[src/sv/tspsi_pkg.sv]
// ---------------------------------------------------------------------------
// tspsi_pkg
// Types, constants and per-byte parse steps shared by the PSI section
// reassembler modules.
// ---------------------------------------------------------------------------
package tspsi_pkg;

  localparam int PACKET_BYTES = 188;
  localparam int BUFFER_BYTES = 4096;
  localparam int PAYLOAD_MAX  = 184;

  localparam logic [7:0]  SYNC_MARK = 8'h47;
  localparam logic [12:0] FILL_MAX  = 13'h1fff;

  // Parse phase within one packet
  typedef enum logic [6:0] {
    PH_HDR     = 7'b0000001,
    PH_AFLEN   = 7'b0000010,
    PH_SKIPAF  = 7'b0000100,
    PH_PTR     = 7'b0001000,
    PH_SKIPPTR = 7'b0010000,
    PH_BODY    = 7'b0100000,
    PH_IDLE    = 7'b1000000
  } phase_t;

  // Packet mode: header-only look, new section, continuation
  typedef enum logic [2:0] {
    M_PEEK = 3'b001,
    M_NEW  = 3'b010,
    M_CONT = 3'b100
  } mode_t;

  // Packet status codes
  typedef enum logic [3:0] {
    ST_MORE     = 4'd0,
    ST_COMPLETE = 4'd1,
    ST_NOSYNC   = 4'd2,
    ST_PIDMISS  = 4'd3,
    ST_TEI      = 4'd4,
    ST_DUP      = 4'd5,
    ST_NEWPID   = 4'd6,
    ST_DISCONT  = 4'd7,
    ST_DAMAGED  = 4'd8,
    ST_FULL     = 4'd9
  } status_t;

  typedef struct packed {
    logic [7:0] data_byte;
    logic       packet_start;
    logic       restart;
  } item_t;

  typedef struct packed {
    logic        byte_valid;
    logic [7:0]  payload_byte;
    logic [11:0] buffer_offset;
    logic        packet_done;
    logic [3:0]  status;
    logic [11:0] sect_length;
    logic        scrambled;
  } res_t;

  typedef struct packed {
    logic [7:0]  byte_position;
    logic [31:0] header_word;
    logic [8:0]  skip_count;
    logic [11:0] section_len_or_start;
    logic [12:0] held_pid;
    logic [3:0]  held_continuity;
    logic [12:0] fill_length;
    logic [7:0]  packet_payload_count;
    status_t     packet_verdict;
    phase_t      phase;
    mode_t       mode;
    logic [11:0] peek_len;
  } st_t;

  // Enter the payload body; a payload start too early in the packet is damaged
  function automatic st_t start_body(st_t s, logic [7:0] pos);
    logic [8:0] len;
    len = 9'(PACKET_BYTES) - {1'b0, pos} - 9'd1;
    s.phase = PH_BODY;
    s.packet_payload_count = '0;
    s.peek_len = '0;
    if (s.mode != M_PEEK && len > 9'(PAYLOAD_MAX)) begin
      s.phase = PH_IDLE;
      s.packet_verdict = ST_DAMAGED;
    end else if (s.mode == M_NEW) begin
      s.fill_length = '0;
    end
    return s;
  endfunction

  // After the adaptation field: a new section has a pointer field first
  function automatic st_t after_adaptation(st_t s, logic [7:0] pos);
    if (s.mode == M_NEW) begin
      s.phase = PH_PTR;
    end else begin
      s = start_body(s, pos);
    end
    return s;
  endfunction

  // Check the four header bytes and pick the packet mode
  function automatic st_t decode_header(st_t s, logic [12:0] wanted);
    logic        tei;
    logic        pusi;
    logic [12:0] pid;
    logic [1:0]  afc;
    logic [3:0]  cc;
    logic        stop;
    tei  = s.header_word[23];
    pusi = s.header_word[22];
    pid  = s.header_word[20:8];
    afc  = s.header_word[5:4];
    cc   = s.header_word[3:0];
    stop = 1'b0;
    s.phase = PH_IDLE;
    if (s.header_word[31:24] != SYNC_MARK) begin
      s.packet_verdict = ST_NOSYNC;
      stop = 1'b1;
    end else if (pid != wanted) begin
      s.packet_verdict = ST_PIDMISS;
      stop = 1'b1;
    end else begin
      s.mode = M_PEEK;
      if (afc[0]) begin
        if (tei) begin
          s.packet_verdict = ST_TEI;
          stop = 1'b1;
        end else if (pusi && s.section_len_or_start != '0) begin
          s.packet_verdict = ST_COMPLETE;
          stop = 1'b1;
        end else if (pusi) begin
          s.mode = M_NEW;
        end else if (s.section_len_or_start != '0) begin
          if (s.held_pid == pid && s.held_continuity == cc) begin
            s.packet_verdict = ST_DUP;
            stop = 1'b1;
          end else if (s.held_pid != pid) begin
            s.packet_verdict = ST_NEWPID;
            stop = 1'b1;
          end else begin
            // counter advances even when the packet is a discontinuity
            s.held_continuity = s.held_continuity + 4'd1;
            if (s.held_continuity != cc) begin
              s.packet_verdict = ST_DISCONT;
              stop = 1'b1;
            end else begin
              s.mode = M_CONT;
            end
          end
        end else begin
          s.packet_verdict = ST_MORE;
          stop = 1'b1;
        end
      end
      if (!stop) begin
        if (afc[1]) begin
          s.phase = PH_AFLEN;
        end else begin
          s = after_adaptation(s, 8'd3);
        end
      end
    end
    return s;
  endfunction

endpackage

[src/sv/ts_psi_section_reassembler_core.sv]
// ---------------------------------------------------------------------------
// ts_psi_section_reassembler_core
// PSI section reassembler for one PID of an MPEG-2 transport stream.
// ---------------------------------------------------------------------------
// Usage:
//   Input channel (in_valid/in_ready) takes one transport packet byte per
//   item with packet_start marking byte 0 and restart clearing the section
//   state ahead of that byte. Output channel (out_valid/out_ready) gives a
//   result item for each payload byte appended to the section, and one on
//   the last byte of each packet with packet_done and the status fields.
//   Bytes that cause no result are consumed silently.
//   The config channel (cfg_valid/cfg_ready, always ready) writes the
//   wanted PID; write it only while no item is in flight.
// Timing:
//   One item per cycle sustained while out_ready stays high. An accepted
//   byte sits in the input register, is parsed by the per-byte step logic
//   and lands in the result register once that register can take it.
// Reset:
//   Synchronous rst empties both registers, clears all section state and the
//   PID register; the first byte after reset counts as byte 0 of a packet.
// Stall:
//   While out_ready is low a held result blocks the parser; the input
//   register still takes one more item, then in_ready drops.
// ---------------------------------------------------------------------------
module ts_psi_section_reassembler_core
  import tspsi_pkg::*;
(
  input  logic        clk,
  input  logic        rst,
  input  logic        cfg_valid,
  output logic        cfg_ready,
  input  logic [12:0] cfg_data,
  input  logic        in_valid,
  output logic        in_ready,
  input  logic [7:0]  data_byte,
  input  logic        packet_start,
  input  logic        restart,
  output logic        out_valid,
  input  logic        out_ready,
  output logic        byte_valid,
  output logic [7:0]  payload_byte,
  output logic [11:0] buffer_offset,
  output logic        packet_done,
  output logic [3:0]  status,
  output logic [11:0] sect_length,
  output logic        scrambled
);

  item_t in_item;
  item_t s1_item;
  logic  s1_valid;
  logic  advance;
  logic  out_free;
  logic  has_result;
  res_t  res;
  res_t  res_q;

  assign cfg_ready = 1'b1;

  assign in_item.data_byte    = data_byte;
  assign in_item.packet_start = packet_start;
  assign in_item.restart      = restart;

  // parser consumes the held item whenever the result register can take it
  assign advance = s1_valid && out_free;

  tspsi_in_stage u_in (
    .clk      (clk),
    .rst      (rst),
    .in_valid (in_valid),
    .in_ready (in_ready),
    .in_item  (in_item),
    .take     (advance),
    .s1_valid (s1_valid),
    .s1_item  (s1_item)
  );

  tspsi_parser u_parse (
    .clk        (clk),
    .rst        (rst),
    .cfg_we     (cfg_valid && cfg_ready),
    .cfg_pid    (cfg_data),
    .fire       (advance),
    .item       (s1_item),
    .has_result (has_result),
    .res        (res)
  );

  tspsi_out_stage u_out (
    .clk       (clk),
    .rst       (rst),
    .load      (advance && has_result),
    .din       (res),
    .free      (out_free),
    .out_valid (out_valid),
    .out_ready (out_ready),
    .dout      (res_q)
  );

  assign byte_valid     = res_q.byte_valid;
  assign payload_byte   = res_q.payload_byte;
  assign buffer_offset  = res_q.buffer_offset;
  assign packet_done    = res_q.packet_done;
  assign status         = res_q.status;
  assign sect_length    = res_q.sect_length;
  assign scrambled      = res_q.scrambled;

  // a full input register behind a stalled result blocks new items
  a_backpressure: assert property (@(posedge clk) disable iff (rst)
    s1_valid && out_valid && !out_ready |-> !in_ready)
    else $error("input taken while both registers are held");

endmodule

[src/sv/tspsi_in_stage.sv]
// ---------------------------------------------------------------------------
// tspsi_in_stage
// Input register: holds one accepted byte item until the parser takes it.
// ---------------------------------------------------------------------------
module tspsi_in_stage
  import tspsi_pkg::*;
(
  input  logic  clk,
  input  logic  rst,
  input  logic  in_valid,
  output logic  in_ready,
  input  item_t in_item,
  input  logic  take,
  output logic  s1_valid,
  output item_t s1_item
);

  assign in_ready = !s1_valid || take;

  // valid flag
  always_ff @(posedge clk) begin
    if (rst) begin
      s1_valid <= 1'b0;
    end else if (in_valid && in_ready) begin
      s1_valid <= 1'b1;
    end else if (take) begin
      s1_valid <= 1'b0;
    end
  end

  // payload, no reset
  always_ff @(posedge clk) begin
    if (in_valid && in_ready) begin
      s1_item <= in_item;
    end
  end

endmodule

[src/sv/tspsi_parser.sv]
// ---------------------------------------------------------------------------
// tspsi_parser
// Per-byte packet parse: header checks, adaptation and pointer skip, section
// fill and end-of-packet status. State advances once per consumed item.
// ---------------------------------------------------------------------------
module tspsi_parser
  import tspsi_pkg::*;
(
  input  logic        clk,
  input  logic        rst,
  input  logic        cfg_we,
  input  logic [12:0] cfg_pid,
  input  logic        fire,
  input  item_t       item,
  output logic        has_result,
  output res_t        res
);

  logic [12:0] wanted_pid;
  st_t         st;
  st_t         st_next;
  logic [7:0]  pos;
  status_t     fin;

  // configuration register
  always_ff @(posedge clk) begin
    if (rst) begin
      wanted_pid <= '0;
    end else if (cfg_we) begin
      wanted_pid <= cfg_pid;
    end
  end

  // one byte step
  always_comb begin
    st_next = st;
    res     = '0;
    fin     = ST_MORE;

    pos = item.packet_start ? 8'd0 : st.byte_position;
    if (pos >= 8'(PACKET_BYTES)) begin
      pos = 8'd0;
    end

    if (item.restart) begin
      st_next.section_len_or_start = '0;
      st_next.held_pid             = '0;
      st_next.held_continuity      = '0;
      st_next.fill_length          = '0;
    end

    if (pos == 8'd0) begin
      st_next.header_word          = '0;
      st_next.phase                = PH_HDR;
      st_next.mode                 = M_PEEK;
      st_next.packet_verdict       = ST_MORE;
      st_next.skip_count           = '0;
      st_next.packet_payload_count = '0;
      st_next.peek_len             = '0;
    end

    unique case (st_next.phase)
      PH_HDR: begin
        st_next.header_word = {st_next.header_word[23:0], item.data_byte};
        if (pos == 8'd3) begin
          st_next = decode_header(st_next, wanted_pid);
        end
      end
      PH_AFLEN: begin
        if (item.data_byte == 8'd0) begin
          st_next = after_adaptation(st_next, pos);
        end else begin
          st_next.skip_count = {1'b0, item.data_byte};
          st_next.phase      = PH_SKIPAF;
        end
      end
      PH_SKIPAF: begin
        st_next.skip_count = st_next.skip_count - 9'd1;
        if (st_next.skip_count == '0) begin
          st_next = after_adaptation(st_next, pos);
        end
      end
      PH_PTR: begin
        if (item.data_byte == 8'd0) begin
          st_next = start_body(st_next, pos);
        end else begin
          st_next.skip_count = {1'b0, item.data_byte};
          st_next.phase      = PH_SKIPPTR;
        end
      end
      PH_SKIPPTR: begin
        st_next.skip_count = st_next.skip_count - 9'd1;
        if (st_next.skip_count == '0) begin
          st_next = start_body(st_next, pos);
        end
      end
      PH_BODY: begin
        // append while the buffer has room
        if (st_next.mode != M_PEEK &&
            {4'd0, st_next.fill_length} < 17'(BUFFER_BYTES) &&
            st_next.fill_length < FILL_MAX) begin
          res.byte_valid    = 1'b1;
          res.payload_byte  = item.data_byte;
          res.buffer_offset = st_next.fill_length[11:0];
          st_next.fill_length = st_next.fill_length + 13'd1;
        end
        // section length from payload bytes 1 and 2
        if (st_next.packet_payload_count == 8'd1) begin
          st_next.peek_len = {item.data_byte[3:0], 8'd0};
        end else if (st_next.packet_payload_count == 8'd2) begin
          st_next.peek_len = st_next.peek_len | {4'd0, item.data_byte};
        end
        if (st_next.packet_payload_count != 8'hff) begin
          st_next.packet_payload_count = st_next.packet_payload_count + 8'd1;
        end
      end
      PH_IDLE: begin
      end
      default: begin
      end
    endcase

    // end of packet status
    if (pos == 8'(PACKET_BYTES - 1)) begin
      if (st_next.phase == PH_IDLE) begin
        fin = st_next.packet_verdict;
      end else if (st_next.mode == M_PEEK) begin
        fin = (st_next.phase == PH_BODY && st_next.header_word[22] &&
               ({1'b0, st_next.peek_len} + 13'd3 <=
                {5'd0, st_next.packet_payload_count})) ? ST_COMPLETE : ST_MORE;
      end else if (st_next.phase != PH_BODY) begin
        fin = ST_DAMAGED;
      end else if (st_next.mode == M_NEW) begin
        st_next.section_len_or_start = st_next.peek_len;
        st_next.held_pid             = st_next.header_word[20:8];
        st_next.held_continuity      = st_next.header_word[3:0];
        fin = ({1'b0, st_next.peek_len} + 13'd3 <=
               {5'd0, st_next.packet_payload_count}) ? ST_COMPLETE : ST_MORE;
      end else begin
        fin = ({4'd0, st_next.fill_length} + 17'd188 > 17'(BUFFER_BYTES)) ?
              ST_FULL : ST_MORE;
      end
      res.packet_done    = 1'b1;
      res.status         = fin;
      res.sect_length    = st_next.section_len_or_start;
      res.scrambled      = (st_next.header_word[7:6] != 2'd0);
      st_next.byte_position = 8'd0;
    end else begin
      st_next.byte_position = pos + 8'd1;
    end
  end

  assign has_result = res.byte_valid || res.packet_done;

  // parse state
  always_ff @(posedge clk) begin
    if (rst) begin
      st.byte_position        <= '0;
      st.header_word          <= '0;
      st.skip_count           <= '0;
      st.section_len_or_start <= '0;
      st.held_pid             <= '0;
      st.held_continuity      <= '0;
      st.fill_length          <= '0;
      st.packet_payload_count <= '0;
      st.packet_verdict       <= ST_MORE;
      st.phase                <= PH_HDR;
      st.mode                 <= M_PEEK;
      st.peek_len             <= '0;
    end else if (fire) begin
      st <= st_next;
    end
  end

  // appended byte moves the fill pointer one past its offset
  a_fill_step: assert property (@(posedge clk) disable iff (rst)
    fire && res.byte_valid |=>
      st.fill_length == 13'($past(res.buffer_offset)) + 13'd1)
    else $error("fill length does not follow appended offset");

  // a packet end rewinds the byte position
  a_pos_wrap: assert property (@(posedge clk) disable iff (rst)
    fire && res.packet_done |=> st.byte_position == 8'd0)
    else $error("byte position not rewound after packet end");

endmodule

[src/sv/tspsi_out_stage.sv]
// ---------------------------------------------------------------------------
// tspsi_out_stage
// Result register: holds one result item until the receiver takes it.
// ---------------------------------------------------------------------------
module tspsi_out_stage
  import tspsi_pkg::*;
(
  input  logic clk,
  input  logic rst,
  input  logic load,
  input  res_t din,
  output logic free,
  output logic out_valid,
  input  logic out_ready,
  output res_t dout
);

  assign free = !out_valid || out_ready;

  // valid flag
  always_ff @(posedge clk) begin
    if (rst) begin
      out_valid <= 1'b0;
    end else if (load) begin
      out_valid <= 1'b1;
    end else if (out_ready) begin
      out_valid <= 1'b0;
    end
  end

  // payload, no reset
  always_ff @(posedge clk) begin
    if (load) begin
      dout <= din;
    end
  end

  // only items that carry a byte or a status are shown
  a_nonempty: assert property (@(posedge clk) disable iff (rst)
    out_valid |-> (dout.byte_valid || dout.packet_done))
    else $error("empty result item presented");

endmodule
[config.mk]
export PLATFORM = sky130hd
export DESIGN_NAME = ts_psi_section_reassembler_core
export DESIGN_NICKNAME = d
export VERILOG_FILES = /design/src/sv/tspsi_pkg.sv /design/src/sv/ts_psi_section_reassembler_core.sv /design/src/sv/tspsi_in_stage.sv /design/src/sv/tspsi_parser.sv /design/src/sv/tspsi_out_stage.sv
export SDC_FILE = /design/constraint.sdc
export NUM_CORES = 1
export LEC_CHECK = 0
export ABC_AREA = 1
export BUFFER_PORTS_ARGS = -buffer_cell sky130_fd_sc_hd__buf_2
export CAP_MARGIN = 10
export CORE_MARGIN = 8
export CORE_UTILIZATION = 60
export DETAILED_ROUTE_END_ITERATION = 10
export HOLD_SLACK_MARGIN = 0.06
export PLACE_DENSITY = 0.81
export SLEW_MARGIN = 40
export SYNTH_ARGS = -nofsm -noshare
export SYNTH_HDL_FRONTEND = slang
export SYNTH_SLANG_ARGS = --single-unit
[constraint.sdc]
create_clock -name clk -period 10.4 [get_ports clk]
set_input_delay 1.04 -clock clk [delete_from_list [all_inputs] [get_ports clk]]
set_output_delay 1.04 -clock clk [all_outputs]
set_load 0.02 [all_outputs]
==> run metrics, run 1 <==
clock skew 0.0124 ns; CP max FO 56; WP data required 10.71 ns; Async SR Flop Fraction 0; top_reg_cell synth dfxtp_1; CP Class register to register; worst flop-to-flop path endpoint u_out.dout[13]; Die Y-Extent about 160 um; Final Max Tran Viols 0; Post-Syn Nets 1870; routed wire length 33500 um; most frequent cell after synthesis nand2_1; Setup crit start kind register; # clock sinks between 150 and 200; Nets around 1900; R2R setup slack approximately 3.3 ns; Lkg Pwr 0.00601 uW; Post-synth EDFFs just under 50; YS warnings 0; Synth-to-Final Area Change 8.22%; Slew HR 0.446; Critical Path End Type register; ratio of cells with drive above 1 in the final layout 0.0934; CTS tree done; Synth top area share 0.223; Worst Tran Pin Value between 0.8 and 0.9 ns; PwrDens about 120 nW/um2; Resized Gates After CTS 0; DRT Pass-1 Iters 6; Clk Latency, worst-skew pair around 0.44 ns; Peak VDD IR ~0.00011 V; RSZ-0062 raised after global routing no; Clock Pin Slew Worst Setup and Hold Paths 0.07 ns; first-pass GRT wire length between 50000 and 60000 um; max_cap viols 0; post-synth top area cell dfxtp_1; Post-Syn Instances around 1800; number of DRC markers in iteration 0 approximately 1200; core footprint about 19000 um2; final hold violation count 0; Vias between 10000 and 15000; Hold Buf Count CTS 0; most frequent cell on the critical path nand2_1; # port buffers just under 70; sink of the worst hold path u_parse.st[121]; top cells by count, synth nand2_1, inv_1, nor2_1, o21ai_0, dfxtp_1; largest net degree at the start of global routing 87; ranking of synthesized cells by area dfxtp_1, nand2_1, edfxtp_1; Seq/Total Area, Yosys 0.346; GRT overflow 0; Final Total Pwr 1600 uW; drt via density between 5 and 6; GPL Wtd Cong ~0.97; outcome finished clean; H-tree depth 4; Tmin final between 7 and 8 ns; Synth Register Bits 181; # rows 51; Final Cycle Share 0.678; Reg2Reg Depth between 40 and 50; Worst Hold Depth 2; DIE WIDTH ~160 um; slowest CP cell buf_4; antenna violations before repair 1; hold_sp u_parse.st[121]; setup bufs post-CTS 0; Post-Syn Area per Cell around 6.5 um2; full die area 24600 um2; number of global-route vias before repair ~11000; Post-DRT Antenna Nets 0; total CTS buffers 17; GRT Total Usage 0.278; CTS max path bufs 2; drt drc 0; Initial Util 0.610; crit path DAT between 7 and 8 ns; Yosys cell types 58; R2R Path Start u_in.s1_item[1]; Antenna Cells 0; CP peak stage delay approximately 0.6 ns; FMAX about 140 MHz; Cell Area, Synth around 12000 um2; Setup TNS 0 ns; CTS Root Cell clkbuf_16; Min-Delay Path Class register to register; Detail Placement HPWL 23200 um; WL per Instance 15.8 um; I/O pins 70; Finish-stage setup viols 0
## registers in the layout, indices dropped and copies added (netlist names)
register            cells
u_in.s1_item           10
u_parse.st            117
u_out.out_valid         1
u_out.dout             39
u_in.s1_valid           1
u_parse.wanted_pid     13
## report_power, final
part	leakage [uW]	switching (uW)	internal (uW)
sequential	0.00145	24.0	747
combinational	0.00428	151	60.0
clock	0.000279	287	328
total	0.00601	462	1140
## how the worst max path moves through the flow
stage                    start              to  slack [ns]
2_1_floorplan  u_in.s1_item[1]  u_out.dout[13]        4.02
3_5_place_dp   u_in.s1_item[1]  u_out.dout[13]        3.54
3_3_place_gp   u_in.s1_item[1]  u_out.dout[13]        3.75
6_report       u_in.s1_item[1]  u_out.dout[13]        3.35
5_1_grt        u_in.s1_item[1]  u_out.dout[13]        2.52
4_1_cts        u_in.s1_item[1]  u_out.dout[13]        3.48
## metrics by stage
step / instances / util / setup slack [ns] / area [um2] / hold WS, ns
floorplan: 1819 / - / 4.02 / 11900 / 0.443
global placement: 2086 / 0.631 / 3.75 / 12300 / 0.452
detailed placement: 2086 / 0.632 / 3.54 / 12300 / 0.458
CTS: 2118 / 0.660 / 3.48 / 12900 / 0.468
global route: 2118 / 0.660 / 2.52 / 12900 / 0.473
finish: 2118 / 0.660 / 3.35 / 12900 / 0.466
## cells by family after synthesis
logic type	count (synthesis)	share of synthesized area
buf+inv	344	0.115
compound gates	357	0.172
flops	181	0.346
simple gates	887	0.324
xor+xnor	26	0.0192
fa+ha+maj	23	0.0242
other cells	1	0.000316
## worst max-delay path, delay by kind of cell, from the launching register on
kind / cells / cell delay, ns
adder cells (fa/ha/maj): 3 / 0.76
AO/OA/AOI/OAI: 7 / 0.83
flip-flops: 1 / 0.52
buffers and inverters: 10 / 1.46
AND/OR/NAND/NOR: 24 / 3.32
## metal layers
layer | vias up | wire, um | track usage
met1 | 5413 | 14100 | 0.364
met3 | 82 | 3270 | 0.0532
met2 | 593 | 14900 | 0.436
met4 | 2 | 1240 | 0.125
met5 | - | 13 | 0
li1 | 5979 | - | -
## cell usage in the layout (no fill, tap or decap), types with 17 or more instances in the layout
cell / n
nor2_1: 191
clkbuf_16: 17
o211ai_1: 33
nand4_1: 28
buf_2: 68
nand3_1: 109
nand2_1: 473
dfxtp_1: 132
a21oi_1: 112
nor3_1: 20
inv_1: 246
edfxtp_1: 49
ha_1: 23
o21ai_0: 143
xor2_1: 17
## area by class of cell
type,count,area [um2]
flip-flops and latches,181,4110
multi-input cells,1294,6410
repair buffers,79,427
inverters,267,1010
clock inverters,12,92.6
clock buffers,20,467
well taps,265,332
fillers,1778,6610
Note: power is estimated with default switching activity, not from simulation.
==> run 2: changes to the inputs <==
--- a/config.mk
+++ b/config.mk
@@ -9,10 +9,10 @@
 export BUFFER_PORTS_ARGS = -buffer_cell sky130_fd_sc_hd__buf_2
 export CAP_MARGIN = 10
 export CORE_MARGIN = 8
-export CORE_UTILIZATION = 60
+export CORE_UTILIZATION = 56
 export DETAILED_ROUTE_END_ITERATION = 10
 export HOLD_SLACK_MARGIN = 0.06
-export PLACE_DENSITY = 0.81
+export PLACE_DENSITY = 0.79
 export SLEW_MARGIN = 40
 export SYNTH_ARGS = -nofsm -noshare
 export SYNTH_HDL_FRONTEND = slang
==> constraint.sdc (replaced) <==
create_clock -name clk -period 5.69 [get_ports clk]
set_input_delay 0.569 -clock clk [delete_from_list [all_inputs] [get_ports clk]]
set_output_delay 0.569 -clock clk [all_outputs]
set_load 0.02 [all_outputs]
==> run 2 against run 1 <==
Compared with the run above:
- via count rose by 1.7%
- non-clock buffer count up 47
- sequential power is 83% higher
- clock-buffer cell count down 1
- critical path depth is 5 higher
- wire length is 4.0% higher
- hold slack got worse by 0.16 ns
- fmax up 30%
- sequential share of layout area down 1.8 points
- clock skew is 0.0021 ns lower
- critical endpoint unchanged
==> run metrics, run 2 (synthesis gave the netlist of run 1 again) <==
outcome finished clean; sequential cell area roughly 4000 um2; most frequent cells in the layout nand2_1, inv_1, nor2_1; DRT Pass-1 Iters 5; clock network fraction of total power 0.383; # port buffers 68; hold_sp restart; Setup crit start kind register; Antenna Cells 0; Tmin final around 5.4 ns; Initial Util 0.568; Detail Placement HPWL 24500 um; CP max FO 9; crit path DAT about 5.7 ns; GRT Total Usage 0.259; FILL cells between 1500 and 2000; core footprint around 21000 um2; slowest CP cell edfxtp_1; CP Class register to register; sequential share of power 0.471; CP peak stage delay between 0.5 and 0.6 ns; Finish-stage setup viols 0; Reg2Reg Depth a little under 50; routed wire length about 35000 um; Nets 1938; Hold WS between 0.3 and 0.4 ns; largest registers u_parse.st x117, u_out.dout x39, u_parse.wanted_pid x13; Min-Delay Path Class input port to register; drt drc 0; FMAX 185 MHz; I/O pins 70; Comb pwr share 0.146; first-pass GRT wire length 55500 um; full die area ~26000 um2; final hold violation count 0; Slew HR 0.471; Die Y-Extent approximately 160 um; CP startpoint u_in.s1_item[1]; Clock Pin Slew Worst Setup and Hold Paths approximately 0.070 ns; number of DRC markers in iteration 0 about 1100; drt via density approximately 5.6; Final Max Tran Viols 0; Post-DRT Antenna Nets 0; multi-input logic area 6700 um2; Lkg Pwr between 0.006 and 0.007 uW; P_sw just under 900 uW; GRT overflow 0; largest net degree at the start of global routing between 80 and 90; max reg flops between 100 and 150; Clk Latency, worst-skew pair 0.44 ns; DIE WIDTH between 150 and 200 um; Final Total Pwr between 2000 and 3000 uW; Net Sw Frac 0.293; WP data required approximately 6.0 ns; clock skew about 0.010 ns; PwrDens approximately 220 nW/um2; antenna violations before repair 0; Peak VDD IR 0.000179 V; GPL Wtd Cong about 0.97; # rows 53; most frequent cell on the critical path nand2_1; R2R Path Start u_in.s1_item[1]; ratio of cells with drive above 1 in the final layout 0.143; WL per Instance ~16 um; total CTS buffers 17; CTS Root Cell clkbuf_16; Worst Hold Depth 1; Critical Path End Type register; H-tree depth 4; Power Internal ~2100 uW; CTS max path bufs 2; RSZ-0062 raised after global routing yes; Vias 12300; # clock sinks ~180; Synth-to-Final Area Change 14.5%; largest reg by FF count u_parse.st; CTS tree done; Final Cycle Share 0.952; number of global-route vias before repair around 11000; max_cap viols 0; Worst Tran Pin Value 0.786 ns; commonest non-fill, non-tap cell in the layout nand2_1
-- run 2: changes by cell type in the layout (fill, tap and decap cells not counted), sizes merged --
cell | before | now
bufinv | 0 | 1
clkinv | 12 | 8
clkinvlp | 1 | 4
clkbuf | 20 | 21
inv | 266 | 267
buf | 79 | 124
-- run 2: cell type report --
class,instances,area share
Multi-Input combinational cell,1294,0.493
Sequential cell,181,0.303
Inverter,267,0.0743
Timing Repair Buffer,126,0.0641
Clock buffer,19,0.0318
Tap cell,275,0.0253
Clock inverter,13,0.00874
-- run 2: repair_timing --
| action | 4_1_cts | 5_1_grt |
|---|---|---|
| pin swaps | 1 | 21 |
| gates cloned | 0 | 2 |
| resized for setup | 0 | 62 |
| setup buffers | 4 | 17 |
| hold buffers | 0 | 0 |
| endpoints found under the setup margin | 1 | 18 |
-- run 2: path summary, 6_finish.rpt --
kind                     end  slack [ns]
max reg2reg   u_out.dout[13]        0.27
min          u_in.s1_item[0]        0.31
max           u_out.dout[13]        0.27
min reg2reg  u_parse.st[124]        0.46
-- run 2: through the flow --
step / worst slack, ns / instance area, um2 / instances / util / setup TNS [ns]
after floorplan: 0.00902 / 12000 / 1819 / - / 0
after global placement: 0.182 / 12600 / 2120 / 0.603 / 0
after detailed placement: -0.0251 / 12600 / 2120 / 0.603 / -0.0251
after CTS: 0.0211 / 13200 / 2156 / 0.631 / 0
after global routing: -0.0859 / 13600 / 2175 / 0.651 / -0.0974
final: 0.274 / 13600 / 2175 / 0.651 / 0
-- run 2: routing by layer --
metal  GRT usage  routed length, um  vias to the layer above
li1            -                  -                     6066
met1       0.338              14900                     5555
met2       0.411              15800                      575
met3      0.0496               3020                       76
met4       0.112               1130                        0
met5           0                  0                        -
-- run 2: worst max-delay path, delay by kind of cell, from the launching register on --
kind / cells / cell delay, ns
buffers and inverters: 9 / 0.88
AND/OR/NAND/NOR: 30 / 2.57
AO/OA/AOI/OAI: 7 / 0.81
adder cells (fa/ha/maj): 3 / 0.51
flip-flops: 1 / 0.51
-- run 2: power by group through the flow --
| stage | logic (uW) | registers [uW] | clock network, uW |
|---|---|---|---|
| after global routing | 482 | 1410 | 1210 |
| after CTS | 403 | 1410 | 1150 |
| after global placement | 391 | 1430 | 0 |
| final | 436 | 1410 | 1140 |
| after detailed placement | 398 | 1430 | 0 |
| after floorplan | 298 | 1420 | 0 |
==> run 3: changes to the inputs <==
--- a/config.mk
+++ b/config.mk
@@ -5,11 +5,11 @@
 export SDC_FILE = /design/constraint.sdc
 export NUM_CORES = 1
 export LEC_CHECK = 0
-export ABC_AREA = 1
 export BUFFER_PORTS_ARGS = -buffer_cell sky130_fd_sc_hd__buf_2
 export CAP_MARGIN = 10
 export CORE_MARGIN = 8
 export CORE_UTILIZATION = 56
+export CTS_CLUSTER_SIZE = 16
 export DETAILED_ROUTE_END_ITERATION = 10
 export HOLD_SLACK_MARGIN = 0.06
 export PLACE_DENSITY = 0.79
==> run 3 against run 2 <==
Compared with the run above:
- the run now ends with negative setup slack left
- area after synthesis down 6.5%
- clock-buffer cell count is 2 lower
- global-route usage up 3.3 points
- via count decreased by 6.5%
- worst setup slack worse by 1.1 ns
- sequential share of layout area grew 1.1 points
- non-clock buffer count increased by 63
- total power fell by 4.5%
- sequential power shrank 3%
- clock power is 5% higher
- flip-flop and latch count did not move
- critical path type unchanged
- highest routed layer unchanged
==> run metrics, run 3 <==
outcome finished with violations; failing checks negative setup slack; top_reg_cell synth dfxtp_1; drt via density approximately 6.4; post-synth top area cell dfxtp_1; Post-DRT Antenna Nets 0; worst flop-to-flop path endpoint u_out.dout[13]; FMAX ~150 MHz; Tmin final 6.53 ns; clock skew roughly 0.014 ns; most frequent cells in the layout nor2_1, nand2_1, dfxtp_1; largest registers u_parse.st x117, u_out.dout x39, u_parse.wanted_pid x13; Synth top area share 0.238; I/O pins 70; DIE WIDTH 157 um; crit path capture u_out.dout[13]; CP Class register to register; GRT overflow 0; largest reg by FF count u_parse.st; CTS max path bufs 2; RSZ-0062 raised after global routing yes; Antenna Cells 0; non-filler cells, final 1780; Nets 1553; core footprint approximately 20000 um2; Die Y-Extent around 160 um; # clock sinks about 180; Synth Register Bits 181; Yosys cell types 88; YS warnings 0; ratio of cells with drive above 1 in the final layout 0.189; CP max FO 5; Reg2Reg Depth 32; max_cap viols 0; commonest non-fill, non-tap cell in the layout nor2_1; top cell family by delay on the critical path simple AND/OR/NAND/NOR gates; R2R setup slack -0.84 ns; Post-Syn Area per Cell ~8.0 um2; Vias between 10000 and 15000; Finish-stage setup viols 1; Worst Hold Depth 1; Worst Tran Pin Value just under 0.9 ns; slowest CP cell or4b_4; routed wire length ~36000 um; GRT Total Usage 0.292; antenna violations before repair 0; Lkg Pwr between 0.004 and 0.005 uW; Synth-to-Final Area Change 18.4%; # rows about 50; DRT Pass-1 Iters 8; CTS Root Cell clkbuf_16; WP data required about 6 ns; full die area ~25000 um2; most frequent cell on the critical path o21a_1; # port buffers 68; first-pass GRT wire length 57100 um; PwrDens around 220 nW/um2; simple-gate share of the synthesized area 0.259; Critical Path End Type register; Final Util 0.675; top cells by count, synth nor2_1, nand2_1, dfxtp_1, a21oi_1, clkbuf_1; drt drc 0; Synth Area in XOR/XNOR 0.0202; Cell Area, Synth between 10000 and 15000 um2; complex-gate fraction of the synthesized area 0.245; adder-cell share of the synthesized area 0.0259; Initial Util 0.570; design area 13100 um2; Hold Buf Count CTS 0; H-tree depth 4; Peak VDD IR roughly 0.00022 V; Slew HR 0.414; post-place instance area approximately 12000 um2; CTS tree done; setup slack at placement -0.959 ns; crit path DAT 6.83 ns; number of DRC markers in iteration 0 1600; final hold violation count 0; Post-synth EDFFs about 50; final worst-path setup slack -0.842 ns; Detail Placement HPWL between 20000 and 30000 um; GPL Wtd Cong roughly 0.97; Buf/Inv on CP 2; CP startpoint u_in.s1_item[1]; Setup crit start kind register; Clk Latency, worst-skew pair 0.45 ns; multiplexer share of the synthesized area 0.0250; WL per Instance 20.2 um; number of global-route vias before repair ~11000; Post-Syn Nets roughly 1400; Min-Delay Path Class input port to register; Final Cycle Share 1.15; Final Max Tran Viols 0; Post-Syn Instances 1391; Seq/Total Area, Yosys 0.371; ranking of synthesized cells by area dfxtp_1, edfxtp_1, nor2_1; most frequent cell after synthesis nor2_1; Final Total Pwr around 2900 uW; Clock Pin Slew Worst Setup and Hold Paths 0.08 ns; largest family of logic cells by synthesized area simple AND/OR/NAND/NOR gates; Async SR Flop Fraction 0; total stage count of the critical path 32; R2R Path Start u_in.s1_item[1]; largest net degree at the start of global routing 80; max reg flops 117; total CTS buffers 17; CP peak stage delay around 0.45 ns; Cells after DPL about 1700
==> run 3: cell types whose count changed after synthesis, moves of 18 or more <==
| cell | previous run | this run |
|---|---|---|
| nand2_1 | 474 | 169 |
| inv_1 | 248 | 56 |
| o21ai_0 | 143 | 59 |
| nand3_1 | 109 | 35 |
| o211ai_1 | 33 | 5 |
| clkbuf_1 | 52 | 79 |
| and2_1 | 1 | 26 |
| nor3_1 | 20 | 43 |
| mux2i_1 | 0 | 21 |
| a22o_1 | 0 | 20 |
| nor2b_1 | 0 | 19 |
| a211oi_1 | 5 | 23 |
| nand2b_1 | 0 | 18 |
| nor2_1 | 191 | 173 |
==> run 3: logic make-up after synthesis <==
family,count (synthesis)
XOR/XNOR,24
other,1
multiplexers,26
buffers and inverters,154
adder cells (fa/ha/maj),23
AND/OR/NAND/NOR,590
AO/OA/AOI/OAI,392
flip-flops,181
==> run 3: what timing repair did <==
item	4_1_cts	5_1_grt
pin swaps	5	0
buffers inserted	3	0
setup endpoints to repair	1	2
resized for setup	5	5
==> run 3: worst min path at each step <==
stage / startpoint / end / slack, ns
after floorplan: u_parse.st[106] / u_parse.st[106] / 0.43
after global placement: u_parse.st[108] / u_parse.st[108] / 0.44
after detailed placement: u_parse.st[106] / u_parse.st[106] / 0.44
after CTS: restart / u_in.s1_item[0] / 0.29
after global routing: data_byte[4] / u_in.s1_item[6] / 0.29
final: data_byte[2] / u_in.s1_item[4] / 0.30
==> run 3: final cells by class <==
cell class | count | area [um2]
tap | 265 | 332
sequential | 181 | 4110
clock buffer | 17 | 425
timing repair buffer | 189 | 1250
clock inverter | 15 | 165
multi-input combinational | 1056 | 6630
inverter | 57 | 216
fill | 1576 | 6330
==> run 3: metrics by stage <==
stage               TNS (ns)  hold WS (ns)
floorplan              -3.33         0.427
CTS                   -0.770         0.291
finish                -0.842         0.297
detailed placement    -0.959         0.445
global route           -1.17         0.286
global placement      -0.786         0.438
==> run 3: where the power goes <==
part           total [uW]  internal (uW)  switching [uW]
clock                1200            592             613
combinational         282           94.3             188
sequential           1370           1340            29.8
==> run 3: routing by layer <==
layer,global-route usage,share of wire,vias to the layer above
met4,0.115,0.033,0
met2,0.461,0.45,642
li1,-,-,5315
met1,0.386,0.42,5416
met5,0,0,-
met3,0.0587,0.093,107
